$ cat src/design/assert_macros.svh
// Assertion helpers for the design files; only the top module includes them.
`ifndef ASSERT_MACROS_SVH
`define ASSERT_MACROS_SVH

// General form: label, clock, active-low reset and the property.
`define RODR_ASSERT_CLK(lbl, clk, rst_n, prop) \
    lbl: assert property (@(posedge clk) disable iff (!rst_n) prop) \
        else $error("rodr assertion failed");

// Short form for modules that use the usual clock and reset names.
`define RODR_ASSERT(lbl, prop) \
    `RODR_ASSERT_CLK(lbl, i_clk, i_rst_n, prop)

`endif

$ cat src/design/rodr_pkg.sv
package rodr_pkg;

    localparam int DATA_WIDTH   = 32;
    localparam int ROT_W        = 32;
    localparam int ENTRY_W      = 32;
    localparam int CORDIC_STEPS = 28;
    localparam int STEP_W       = $clog2(CORDIC_STEPS);
    localparam int SQRT_CELLS   = 32;
    localparam int DIV_CELLS    = 31;

    localparam logic signed [63:0] ONE60      = 64'sd1 <<< 60;
    localparam logic signed [63:0] PI60       = 64'sh3243F6A8885A308D;
    localparam logic signed [63:0] HALF_PI60  = PI60 >>> 1;
    localparam logic signed [63:0] TWO_PI60   = PI60 <<< 1;
    localparam logic signed [63:0] PI_HALF3   = PI60 + HALF_PI60;
    localparam logic [63:0]        FOUR_PI60U = {TWO_PI60[62:0], 1'b0};
    localparam logic signed [31:0] ONE30      = 32'sh4000_0000;
    localparam logic signed [63:0] HALF_LSB30 = 64'sd1 <<< 29;

    typedef logic signed [63:0] t_angle_tab [CORDIC_STEPS];

    // Square root cell: partial remainder, root so far, radicand left to scan.
    typedef struct packed {
        logic [33:0] rem;
        logic [31:0] root;
        logic [63:0] rad;
    } t_sqrt;

    // Division cell: partial remainder, divisor, quotient so far.
    typedef struct packed {
        logic [32:0] rem;
        logic [31:0] dvsr;
        logic [30:0] quo;
    } t_div;

    // Rotation cell: cosine, sine and residual angle, all Q.60.
    typedef struct packed {
        logic signed [63:0] x;
        logic signed [63:0] y;
        logic signed [63:0] z;
    } t_rot;

    // What the matrix stages receive from the axis and angle paths.
    typedef struct packed {
        logic [2:0]         neg;
        logic               flip;
        logic               zero;
        logic [30:0]        q0;
        logic [30:0]        q1;
        logic [30:0]        q2;
        logic signed [63:0] x;
        logic signed [63:0] y;
    } t_mx_in;

    // atan(2^-i) in Q.60 from its power series.
    function automatic logic signed [63:0] atan_q60(input int i);
        logic signed [63:0] s;
        logic [63:0]        term;
        int                 k;
        s = '0;
        if (i == 0) begin
            s = PI60 >>> 2;
        end else begin
            for (k = 0; i * (2 * k + 1) <= 60; k++) begin
                term = ((64'd1 << 60) >> (i * (2 * k + 1))) / 64'(2 * k + 1);
                s = k[0] ? s - signed'(term) : s + signed'(term);
            end
        end
        return s;
    endfunction

    function automatic t_angle_tab build_angles();
        t_angle_tab t;
        for (int i = 0; i < CORDIC_STEPS; i++) begin
            t[i] = atan_q60(i);
        end
        return t;
    endfunction

    // Inverse of the rotation gain: vector (1,0) for the gain, then 1/gain.
    function automatic logic signed [63:0] inv_gain_q60();
        logic signed [63:0] x;
        logic signed [63:0] y;
        logic signed [63:0] nx;
        logic signed [63:0] ny;
        logic [63:0]        r;
        logic [63:0]        q;
        logic [63:0]        g;
        x = ONE60;
        y = '0;
        for (int i = 0; i < CORDIC_STEPS; i++) begin
            if (y >= 0) begin
                nx = x + (y >>> i);
                ny = y - (x >>> i);
            end else begin
                nx = x - (y >>> i);
                ny = y + (x >>> i);
            end
            x = nx;
            y = ny;
        end
        g = unsigned'(x);
        r = 64'd1 << 60;
        q = '0;
        for (int i = 0; i < 60; i++) begin
            r = r << 1;
            q = q << 1;
            if (r >= g) begin
                r = r - g;
                q = q | 64'd1;
            end
        end
        return signed'(q);
    endfunction

    localparam t_angle_tab         ANGLE_TAB = build_angles();
    localparam logic signed [63:0] INV_GAIN  = inv_gain_q60();

    // Round a Q.60 value to Q.30: add half, floor.
    function automatic logic signed [63:0] rnd30(input logic signed [63:0] v);
        return (v + HALF_LSB30) >>> 30;
    endfunction

    function automatic logic signed [31:0] clamp30(input logic signed [63:0] v);
        logic signed [31:0] r;
        if (v > 64'(ONE30)) begin
            r = ONE30;
        end else if (v < -64'(ONE30)) begin
            r = -ONE30;
        end else begin
            r = v[31:0];
        end
        return r;
    endfunction

endpackage

$ cat src/design/rodr_sqrt_cell.sv
module rodr_sqrt_cell (
    input  logic            i_clk,
    input  logic            i_en,
    input  rodr_pkg::t_sqrt i_d,
    output rodr_pkg::t_sqrt o_d
);
    import rodr_pkg::*;

    t_sqrt       r_d;
    logic [35:0] w;
    logic [35:0] trial;
    logic        ge;

    // Bring down two radicand bits and try the next root bit.
    assign w     = {i_d.rem, i_d.rad[63:62]};
    assign trial = {2'b00, i_d.root, 2'b01};
    assign ge    = (w >= trial);

    always_ff @(posedge i_clk) begin
        if (i_en) begin
            r_d.rem  <= ge ? 34'(w - trial) : w[33:0];
            r_d.root <= {i_d.root[30:0], ge};
            r_d.rad  <= {i_d.rad[61:0], 2'b00};
        end
    end

    assign o_d = r_d;
endmodule

$ cat config.mk
export PLATFORM = sky130hd
export DESIGN_NAME = rodr_sqrt_cell
export DESIGN_NICKNAME = d
export VERILOG_FILES = /design/src/design/assert_macros.svh /design/src/design/rodr_pkg.sv /design/src/design/rodr_sqrt_cell.sv
export SDC_FILE = /design/constraint.sdc
export NUM_CORES = 1
export LEC_CHECK = 0
export BUFFER_PORTS_ARGS = -buffer_cell sky130_fd_sc_hd__buf_4
export CAP_MARGIN = 20
export CORE_MARGIN = 2
export CORE_UTILIZATION = 35
export DETAILED_ROUTE_END_ITERATION = 16
export GPL_ROUTABILITY_DRIVEN = 0
export SLEW_MARGIN = 20
export SYNTH_ARGS = -nofsm -noshare
export SYNTH_HDL_FRONTEND = slang
export SYNTH_SLANG_ARGS = --single-unit
$ cat constraint.sdc
create_clock -name i_clk -period 5.93 [get_ports i_clk]
set_input_delay 0.8895 -clock i_clk [delete_from_list [all_inputs] [get_ports i_clk]]
set_output_delay 0.8895 -clock i_clk [all_outputs]
set_load 0.005 [all_outputs]
Yosys cells after proc, flatten, opt, wreduce, memory -nomap -nowiden
Cells that the tools add are included.

Muxes and demuxes: 1. $lt $le $gt $ge: 1. Add/subtract/negate cells: 1.

Operator list (count): $ge A36 B34 Y1 (1); $mux W34 (1); $sub A34 B34 Y34 (1).

Logic and storage cells: 6. Output and inout bits: 130. Flip-flop bits (word level): 128. Input bits: 132.

Depth between registers and ports, before layout
Depth after elaboration: 2. Mapped depth: 13. Gate-level depth less buffers: 10.

Worst setup path after synthesis
Ideal clock, no wire load.

Path kind: input port to flip-flop. Start: in i_d[73] (netlist bit). End: reg r_d (netlist bit o_d[123]) (data pin). Setup time: 260 ps. Buffers on the path: 0. Cell stages on the path: 10. Slack: 2782 ps. Arrival time: 2888 ps. Data required time: 5670 ps. Path through: inv_1 ha_1 a21o_1 a31o_1 a211oi_4 o211ai_2 a21bo_2 mux2i_1 o221ai_1 mux2_4.

Cells in the longest elaborated chain, start to end: 2. Elaborated cells between the ends (all ways): 3. Those cells by class: add/sub (1); order compare (1); mux (1).

Ends and longest elaborated chain: from (decl) (line rodr_sqrt_cell.sv:4) `input rodr_pkg::t_sqrt i_d,`; $sub A34 B34 Y34 / $ge A36 B34 Y1 (equally long branches) (line rodr_sqrt_cell.sv:21, rodr_sqrt_cell.sv:17); $mux W34 (*) (line rodr_sqrt_cell.sv:21) `r_d.rem <= ge ? 34'(w - trial) : w[33:0];`; to (decl) (line rodr_sqrt_cell.sv:9) `t_sqrt r_d;`.

Mark *: on every way between the ends. The rest lies on a longest branch, timed or not. A chain may end at the register's enable or synchronous reset.

Worst setup path after layout
Start: in i_d[71] (netlist bit). End: reg r_d (netlist bit o_d[109]) (data pin).

Same word-level chain as after synthesis.

==> results.sh <==
export IMPL_run_status="finished clean"
export IMPL_max_slew_margin_pct=41.2
export IMPL_drc=0
export IMPL_ios=262
export IMPL_antenna_left=0
export IMPL_setup_tns_ns=0
export IMPL_htree_levels=4
export IMPL_cap_violations=0
export IMPL_cts_repair_resized=0
export IMPL_viasPerCell=4.90
export IMPL_pre_cts_ws_ns=1.86
export IMPL_cts_sinks=128
export IMPL_async_flop_share_pct=0
export IMPL_rsz0062_at_grt="no"
export IMPL_setup_viol=0
export IMPL_dp_hpwl_mm=13.6
export IMPL_coreArea_um2=17800
export IMPL_cts_tree="yes"
export IMPL_min_period_over_period_pct=61.0
export IMPL_critPathLaunchType="input pin"
export IMPL_cp_arrival_ns=3.76
export IMPL_layout_nets=938
export IMPL_yosysSeqAreaShare_pct=60.9
export IMPL_synth_edf_count=128
export IMPL_holdWs_ns=0.648
export IMPL_die_h_um=138
export IMPL_grt_ovfl_total=0
export IMPL_final_max_slew_violation_count=0
export IMPL_syn2layout_area_growth_pct=44.2
export IMPL_min_from="i_d[39]"
export IMPL_layout_commonest_cell="buf_4"
export IMPL_cts_root_buf="clkbuf_16"
export IMPL_hold_buffers=0
export IMPL_endpoint_kind="register"
export IMPL_power_mw=2.78
export IMPL_dr_pass1_iters=6
export IMPL_setup_slack_ns=2.31
export IMPL_start_util_pct=35.4
export IMPL_postLayoutCoreUtil_pct=51.0
export IMPL_syn_inst=507
export IMPL_timing_fmax_mhz=276
export IMPL_p_leak_nw=3.99
export IMPL_vdd_drop_max_uv=185
export IMPL_yosysUniqueCellTypes=62
export IMPL_port_buffer_count=259
export IMPL_crit_required_ns=6.07
export IMPL_via_count=4960
export IMPL_grt_pass1_vias=5083
export IMPL_insertedDiodeCount=0
export IMPL_min_to="o_d[41]"
export IMPL_rows=49
export IMPL_clk_pin_slew_ns=0.06
export IMPL_fp_dieW_um=138
export IMPL_powerDensity_nw_per_um2=305
export IMPL_largest_reg_flops=128
export IMPL_ys_ff_latch=128
export IMPL_routed_wl_mm=17.5
export IMPL_layout_min_cycle_time_ns=3.62
export IMPL_grt_max_degree=72
export IMPL_crit_start="i_d[71]"
export IMPL_clock_path_buffers=2
export IMPL_path_class="in -> reg"
export IMPL_drt_iter0_markers=227
export IMPL_synth_flop_cell="edfxtp_1"
export IMPL_critPathMaxFanout=36
export IMPL_synth_warnings=0
export IMPL_hp_class="in -> reg"
export IMPL_grt_pass1_wl_mm=27.5
export IMPL_grtUsageTotal_pct=18.3
export IMPL_cts_setup_buffers=0
export IMPL_tightest_slew_ns=0.883
export IMPL_grt_antenna_before_repair=0
export IMPL_hold_violations=0
export IMPL_hold_path_depth=1
export IMPL_wl_per_cell_um=17.3
export IMPL_layout_common_cells="buf_4, edfxtp_1, nand2_1"
export IMPL_drive_gt1_share_pct=40.2
export IMPL_dieArea_um2=19100
export IMPL_synth_area_um2=6310
export IMPL_syn_avg_cell_area_um2=12.5
export IMPL_numCtsBuffers=17
metrics by stage:
stage	area, um2	cells
after floorplan	6320	508
after global placement	8470	982
after detailed placement	8470	982
after CTS	9110	1013
after global routing	9110	1013
final	9110	1013
Yosys cell counts, drive strengths merged (3+ instances only):
master | number | area [um2]
o211ai | 3 | 27.5
nand2 | 58 | 218
and3 | 5 | 35.0
edfxtp | 128 | 3840
a21oi | 28 | 140
o21a | 3 | 22.5
nand2b | 5 | 31.3
clkbuf | 7 | 38.8
nand3 | 6 | 30.0
nor2 | 18 | 67.6
o21ai | 46 | 234
xor2 | 13 | 114
buf | 9 | 56.3
and2 | 5 | 33.8
a21o | 20 | 151
ha | 34 | 425
o31ai | 5 | 42.5
nor3 | 10 | 50.1
xnor2 | 14 | 123
nand4 | 7 | 50.1
mux2i | 4 | 40.0
a31oi | 5 | 46.3
o41ai | 3 | 48.8
inv | 42 | 158
per-layer routing:
metal / share of wire (%) / global-route usage, % / vias to the layer above
met5: 0 / 0 / -
met4: 1.2 / 5.10 / 0
met3: 7.2 / 5.47 / 15
met2: 50 / 31.3 / 210
met1: 42 / 22.5 / 2336
li1: - / - / 2399
final cells by class:
| class | instances | area [um2] |
|---|---|---|
| sequential | 128 | 3840 |
| fill | 1584 | 8730 |
| timing repair buffer | 261 | 1960 |
| clock inverter | 14 | 206 |
| clock buffer | 17 | 425 |
| multi-input combinational | 321 | 2220 |
| inverter | 43 | 163 |
| tap | 229 | 287 |
cells by family after synthesis:
group           after synthesis  synth area share, %
buf+inv                      59                 4.08
mux                           5                0.872
flops                       128                 60.9
compound gates              133                 14.8
fa+ha+maj                    34                 6.74
other cells                   1               0.0594
xor+xnor                     27                 3.74
simple gates                120                 8.88
worst max path at each step:
stage / to / slack (ns) / cells past startpoint
global route: o_d[112] / 2.03 / 10
CTS: o_d[119] / 2.29 / 10
finish: o_d[109] / 2.31 / 10
floorplan: o_d[123] / 2.78 / 10
detailed placement: o_d[119] / 1.86 / 10
global placement: o_d[119] / 1.97 / 10
report_power, final:
group / leakage, nW / internal [mW] / total [mW] / switching [mW]
combinational: 2.43 / 0.266 / 0.515 / 0.249
sequential: 1.25 / 1.11 / 1.13 / 0.0261
clock: 0.304 / 0.712 / 1.13 / 0.418
critical path, cell delays in order:
cell and delay [ns]:
buf_4 0.08, inv_1 0.03, ha_1 0.39, a21o_1 0.26, o41ai_2 0.32, o211ai_1 0.26, a211oi_1 0.29, o21a_2 0.64
buf_4 0.39, o21ai_0 0.16
(Power assumes the default switching activity.)
