--- src/design/assert_macros.svh ---
// Assertion helpers for the design files; only the top module includes them.
`ifndef ASSERT_MACROS_SVH
`define ASSERT_MACROS_SVH

// General form: label, clock, active-low reset and the property.
`define RODR_ASSERT_CLK(lbl, clk, rst_n, prop) \
    lbl: assert property (@(posedge clk) disable iff (!rst_n) prop) \
        else $error("rodr assertion failed");

// Short form for modules that use the usual clock and reset names.
`define RODR_ASSERT(lbl, prop) \
    `RODR_ASSERT_CLK(lbl, i_clk, i_rst_n, prop)

`endif

--- src/design/rodr_pkg.sv ---
package rodr_pkg;

    localparam int DATA_WIDTH   = 32;
    localparam int ROT_W        = 32;
    localparam int ENTRY_W      = 32;
    localparam int CORDIC_STEPS = 28;
    localparam int STEP_W       = $clog2(CORDIC_STEPS);
    localparam int SQRT_CELLS   = 32;
    localparam int DIV_CELLS    = 31;

    localparam logic signed [63:0] ONE60      = 64'sd1 <<< 60;
    localparam logic signed [63:0] PI60       = 64'sh3243F6A8885A308D;
    localparam logic signed [63:0] HALF_PI60  = PI60 >>> 1;
    localparam logic signed [63:0] TWO_PI60   = PI60 <<< 1;
    localparam logic signed [63:0] PI_HALF3   = PI60 + HALF_PI60;
    localparam logic [63:0]        FOUR_PI60U = {TWO_PI60[62:0], 1'b0};
    localparam logic signed [31:0] ONE30      = 32'sh4000_0000;
    localparam logic signed [63:0] HALF_LSB30 = 64'sd1 <<< 29;

    typedef logic signed [63:0] t_angle_tab [CORDIC_STEPS];

    // Square root cell: partial remainder, root so far, radicand left to scan.
    typedef struct packed {
        logic [33:0] rem;
        logic [31:0] root;
        logic [63:0] rad;
    } t_sqrt;

    // Division cell: partial remainder, divisor, quotient so far.
    typedef struct packed {
        logic [32:0] rem;
        logic [31:0] dvsr;
        logic [30:0] quo;
    } t_div;

    // Rotation cell: cosine, sine and residual angle, all Q.60.
    typedef struct packed {
        logic signed [63:0] x;
        logic signed [63:0] y;
        logic signed [63:0] z;
    } t_rot;

    // What the matrix stages receive from the axis and angle paths.
    typedef struct packed {
        logic [2:0]         neg;
        logic               flip;
        logic               zero;
        logic [30:0]        q0;
        logic [30:0]        q1;
        logic [30:0]        q2;
        logic signed [63:0] x;
        logic signed [63:0] y;
    } t_mx_in;

    // atan(2^-i) in Q.60 from its power series.
    function automatic logic signed [63:0] atan_q60(input int i);
        logic signed [63:0] s;
        logic [63:0]        term;
        int                 k;
        s = '0;
        if (i == 0) begin
            s = PI60 >>> 2;
        end else begin
            for (k = 0; i * (2 * k + 1) <= 60; k++) begin
                term = ((64'd1 << 60) >> (i * (2 * k + 1))) / 64'(2 * k + 1);
                s = k[0] ? s - signed'(term) : s + signed'(term);
            end
        end
        return s;
    endfunction

    function automatic t_angle_tab build_angles();
        t_angle_tab t;
        for (int i = 0; i < CORDIC_STEPS; i++) begin
            t[i] = atan_q60(i);
        end
        return t;
    endfunction

    // Inverse of the rotation gain: vector (1,0) for the gain, then 1/gain.
    function automatic logic signed [63:0] inv_gain_q60();
        logic signed [63:0] x;
        logic signed [63:0] y;
        logic signed [63:0] nx;
        logic signed [63:0] ny;
        logic [63:0]        r;
        logic [63:0]        q;
        logic [63:0]        g;
        x = ONE60;
        y = '0;
        for (int i = 0; i < CORDIC_STEPS; i++) begin
            if (y >= 0) begin
                nx = x + (y >>> i);
                ny = y - (x >>> i);
            end else begin
                nx = x - (y >>> i);
                ny = y + (x >>> i);
            end
            x = nx;
            y = ny;
        end
        g = unsigned'(x);
        r = 64'd1 << 60;
        q = '0;
        for (int i = 0; i < 60; i++) begin
            r = r << 1;
            q = q << 1;
            if (r >= g) begin
                r = r - g;
                q = q | 64'd1;
            end
        end
        return signed'(q);
    endfunction

    localparam t_angle_tab         ANGLE_TAB = build_angles();
    localparam logic signed [63:0] INV_GAIN  = inv_gain_q60();

    // Round a Q.60 value to Q.30: add half, floor.
    function automatic logic signed [63:0] rnd30(input logic signed [63:0] v);
        return (v + HALF_LSB30) >>> 30;
    endfunction

    function automatic logic signed [31:0] clamp30(input logic signed [63:0] v);
        logic signed [31:0] r;
        if (v > 64'(ONE30)) begin
            r = ONE30;
        end else if (v < -64'(ONE30)) begin
            r = -ONE30;
        end else begin
            r = v[31:0];
        end
        return r;
    endfunction

endpackage

--- src/design/rodr_div_cell.sv ---
module rodr_div_cell (
    input  logic           i_clk,
    input  logic           i_en,
    input  rodr_pkg::t_div i_d,
    output rodr_pkg::t_div o_d
);
    import rodr_pkg::*;

    t_div        r_d;
    logic        ge;
    logic [32:0] diff;

    // One quotient bit per cell; the remainder stays below twice the divisor.
    assign ge   = (i_d.rem >= {1'b0, i_d.dvsr});
    assign diff = ge ? (i_d.rem - {1'b0, i_d.dvsr}) : i_d.rem;

    always_ff @(posedge i_clk) begin
        if (i_en) begin
            r_d.rem  <= {diff[31:0], 1'b0};
            r_d.dvsr <= i_d.dvsr;
            r_d.quo  <= {i_d.quo[29:0], ge};
        end
    end

    assign o_d = r_d;
endmodule

--- config.mk ---
export PLATFORM = sky130hd
export DESIGN_NAME = rodr_div_cell
export DESIGN_NICKNAME = d
export VERILOG_FILES = /design/src/design/assert_macros.svh /design/src/design/rodr_pkg.sv /design/src/design/rodr_div_cell.sv
export SDC_FILE = /design/constraint.sdc
export NUM_CORES = 1
export LEC_CHECK = 0
export BUFFER_PORTS_ARGS = -buffer_cell sky130_fd_sc_hd__buf_2
export CORE_UTILIZATION = 50
export CTS_CLUSTER_DIAMETER = 120
export DETAILED_ROUTE_END_ITERATION = 16
export PLACE_DENSITY = 0.81
export SETUP_SLACK_MARGIN = 0.2
export SLEW_MARGIN = 0
export SYNTH_ARGS = -nofsm -noshare
export SYNTH_HDL_FRONTEND = slang
export SYNTH_SLANG_ARGS = --single-unit
--- constraint.sdc ---
create_clock -name i_clk -period 2.75 [get_ports i_clk]
set_input_delay 0 -clock i_clk [delete_from_list [all_inputs] [get_ports i_clk]]
set_output_delay 0 -clock i_clk [all_outputs]
set_load 0.05 [all_outputs]
Word level (Yosys, flattened, before mapping)
Cells that the tools add are included.

Memories kept: 0. Flip-flop bits (word level): 95. Input port bits: 98. ROM bits: 0. Output and inout bits: 96. Logic and storage cells: 6. Latch bits: 0. Memory bits (writable): 0.

Bitwise gates (word level): 0. $mul: 0. Mux-type cells: 1. Shift-type cells: 0. Divide/modulo/power cells: 0. Equal/unequal tests: 0. Magnitude comparators: 1. Reduce and logical (&&, ||, !) cells: 0. Add/subtract/negate cells: 1.

Operators by type and width (count): $ge A33 B32 Y1 (1); $mux W32 (1); $sub A32 B32 Y32 (1).

Longest topological paths before layout
Depth in word-level cells: 2. Depth in mapped cells: 13. Gate-level depth less buffers: 11.

Worst setup path after synthesis
No wires, ideal clock.

Path kind: input port to flip-flop. Start: input port i_d[54] (netlist name). End: register r_d, in the netlist o_d[68], data pin. Arrival: 2108 ps. Path slack: 382 ps. Stages: 11. Data required time: 2490 ps. Buffers on the path: 2. Library setup time: 260 ps. Cells stage by stage: inv_1 -> ha_1 -> buf_6 -> and3_1 -> o21a_1 -> a311oi_2 -> o21ai_1 -> or3b_1 -> o21a_1 -> buf_6 -> mux2_4.

Cells in the longest elaborated chain, start to end: 2.

RTL lines: start: declaration (RTL line rodr_div_cell.sv:4) `input rodr_pkg::t_div i_d,`; $ge A33 B32 Y1 (RTL line rodr_div_cell.sv:14) `assign ge = (i_d.rem >= {1'b0, i_d.dvsr});`; $mux W32 (RTL line rodr_div_cell.sv:15) `assign diff = ge ? (i_d.rem - {1'b0, i_d.dvsr}) : i_d.rem;`; via diff[4] (RTL line rodr_div_cell.sv:11) `logic [32:0] diff;`; end: declaration (RTL line rodr_div_cell.sv:9) `t_div r_d;`.

The timed path passes the listed nets, and every way through them passes these cells. A chain may end at the register's enable or synchronous reset.

Worst setup path in the final report
Start: input port i_d[62] (netlist name). End: register r_d, in the netlist o_d[71], data pin.

Same word-level chain as after synthesis.

==> metrics.txt <==
# rows=36; Pwr Density=579 nW/um^2; # clock sinks=95; fillers=624; GR Overflow Total=0; Multi-input gate area=2110 sq um; CTS root buf=clkbuf_8; Initial Util=52.4%; I/O Pins=194; Peak Freq=0.404 GHz; class of the tightest hold or removal check=in -> reg; GRT Util Overall=28.3%; Syn Std Cell Area=5190 sq um; max reg flops=95; synthesized instance count=456; core box area=9910 sq um; Vias=4733; layout cells sized above 1=33.4%; Final min period=2.47 ns; RSZ-0062 raised after global routing=false; die area=10800 sq um; CP cell instances=dlygate4sd3_1 -> buf_2 -> inv_1 -> ha_1 -> a211o_1 -> a31oi_2 -> or3b_1 -> o21a_2 -> buf_12 -> mux2_4; post-detail-place hpwl=9930 um; CTS clk-pin slew, worst paths=0.10 ns; CP Class=in -> reg; synthesis-stage register bit count=95; endpoints failing setup=0; commonest cells after routing, fill and taps aside=buf_2 (190), edfxtp_1 (95), dlygate4sd3_1 (84); Unique masters post-synth=50; worst path arrival time=2.60 ns; CTS Buffer Depth=2; Max Fanout on Critical Path=36; Routability Congestion=0.916; DRC=0; CTS tree=yes; CP required=2.87 ns; CP peak stage delay=0.53 ns; Ys Warns=0; WL final=15100 um; Post-Syn Nets=587; Setup TNS=0 ns; Slowest-stage cell, CP=dlygate4sd3_1; commonest non-fill, non-tap cell in the layout=buf_2; fin crit share=90.0%; drt initial violations=277; Max Cap Viol=0; Yosys top cell by area=edfxtp_1; delay-heaviest family, CP=buffers and inverters; final net count=872; Die H=104 um; initial antenna violation count=1; sequential area share after synthesis=55.0%; first drt pass iteration count=5; first-pass GRT wire length=23900 um; Final Max Tran Viols=0; Port-buffer cells=191; register area=2850 sq um; maximum VDD drop=0.322 mV; max_slew headroom=61.9%; number of global-route vias before repair=4769; largest net degree at the start of global routing=58; CTS H-tree depth=3; die width=104 um; Layout area overhead=43.7%; top_reg_cell synth=edfxtp_1; P_leak=3.37 nW; Final Hold Vio Count=0; Post-DRT Antenna Nets=0; status=completed; most area-consuming cells after synthesis=edfxtp_1 (55%), ha_1 (7.7%), a21oi_1 (5.2%); worst path bufs/invs=4; cts bufs inserted=9; Worst-Margin Slew=0.572 ns; EDFF count, synth=95; crit start category=primary input; Avg Inst Size Synth=11.4 sq um; Vias per Instance=5.38; Worst setup EP type=register; post-synth top area share=55.0%; Fin Hold WS=0.0121 ns; Async SR Flop Fraction=0%; post-DR wirelength/cell=17.2 um
-- per-stage QoR --
step	utilization, %	instance area, sq um	power [mW]	worst slack, ns	cells
floorplan	-	5190	2.93	0.382	456
global placement	64.1	6360	3.28	0.110	778
detailed placement	64.1	6360	3.32	0.0355	778
global route	75.3	7460	4.49	0.179	880
finish	75.3	7460	4.32	0.275	880
CTS	74.5	7380	4.29	0.206	878
-- synthesized netlist by cell type (2+ instances only) --
| cell type | n |
|---|---|
| inv_1 | 46 |
| nand2_1 | 24 |
| a2111oi_0 | 3 |
| o21ai_1 | 4 |
| xor2_1 | 10 |
| o211ai_1 | 2 |
| a31o_2 | 2 |
| mux2_4 | 8 |
| a21oi_1 | 54 |
| buf_6 | 5 |
| nand3_1 | 8 |
| nor4b_1 | 2 |
| a21o_1 | 8 |
| nand2b_1 | 7 |
| o21ai_0 | 17 |
| mux2i_1 | 2 |
| ha_1 | 32 |
| xnor2_1 | 16 |
| nor2b_1 | 2 |
| or2_2 | 2 |
| nand4b_1 | 2 |
| nor2_1 | 37 |
| o21bai_1 | 5 |
| a211oi_1 | 3 |
| o21a_1 | 6 |
| nand4_1 | 8 |
| and3_1 | 2 |
| and2_1 | 3 |
| a31oi_1 | 2 |
| buf_2 | 5 |
| buf_4 | 2 |
| clkbuf_1 | 6 |
| o31ai_1 | 7 |
| or3_1 | 2 |
| edfxtp_1 | 95 |
| nor3_1 | 3 |
-- cell families after synthesis --
kind of cell,share of synthesized area [%]
flip-flops,55.0
AND/OR/NAND/NOR,10.1
XOR/XNOR,4.39
AO/OA/AOI/OAI,14.1
adder cells (fa/ha/maj),8.10
buffers and inverters,5.62
other,0.0722
multiplexers,2.70
-- layer usage --
metal	part of all wire (%)	GRT usage, %	up-vias	routed length, um
li1	-	-	2230	-
met1	39	33.6	2207	5860
met2	52	51.2	260	7830
met3	6.5	5.08	36	983
met4	2.9	10.2	0	438
met5	0	0	-	0
-- layout make-up --
| type | count | area share, % |
|---|---|---|
| clock buffers | 9 | 1.66 |
| inverters | 46 | 2.31 |
| well taps | 133 | 2.23 |
| repair buffers | 292 | 26.3 |
| multi-input cells | 297 | 28.3 |
| diodes | 1 | 0.0335 |
| flip-flops and latches | 95 | 38.2 |
| clock inverters | 7 | 0.855 |
-- path summary, 6_finish.rpt --
| kind | from | end | slack [ns] | cells after the start |
|---|---|---|---|---|
| worst max-delay path | i_d[62] | o_d[71] | 0.28 | 10 |
| worst min-delay path | i_d[82] | o_d[83] | 0.01 | 3 |
-- timing repair --
action | CTS | global route
endpoints found under the hold margin | 84 | 0
setup endpoints to repair | 0 | 23
buffers inserted | 0 | 1
resized for setup | 0 | 16
hold buffers | 84 | 0
-- power by group --
group / internal [mW] / total (mW) / switching (mW)
Sequential: 1.79 / 1.83 / 0.0430
Combinational: 0.531 / 1.60 / 1.07
Clock: 0.352 / 0.891 / 0.540
Total: 2.67 / 4.32 / 1.65
Power figures use the tool's default switching activity.
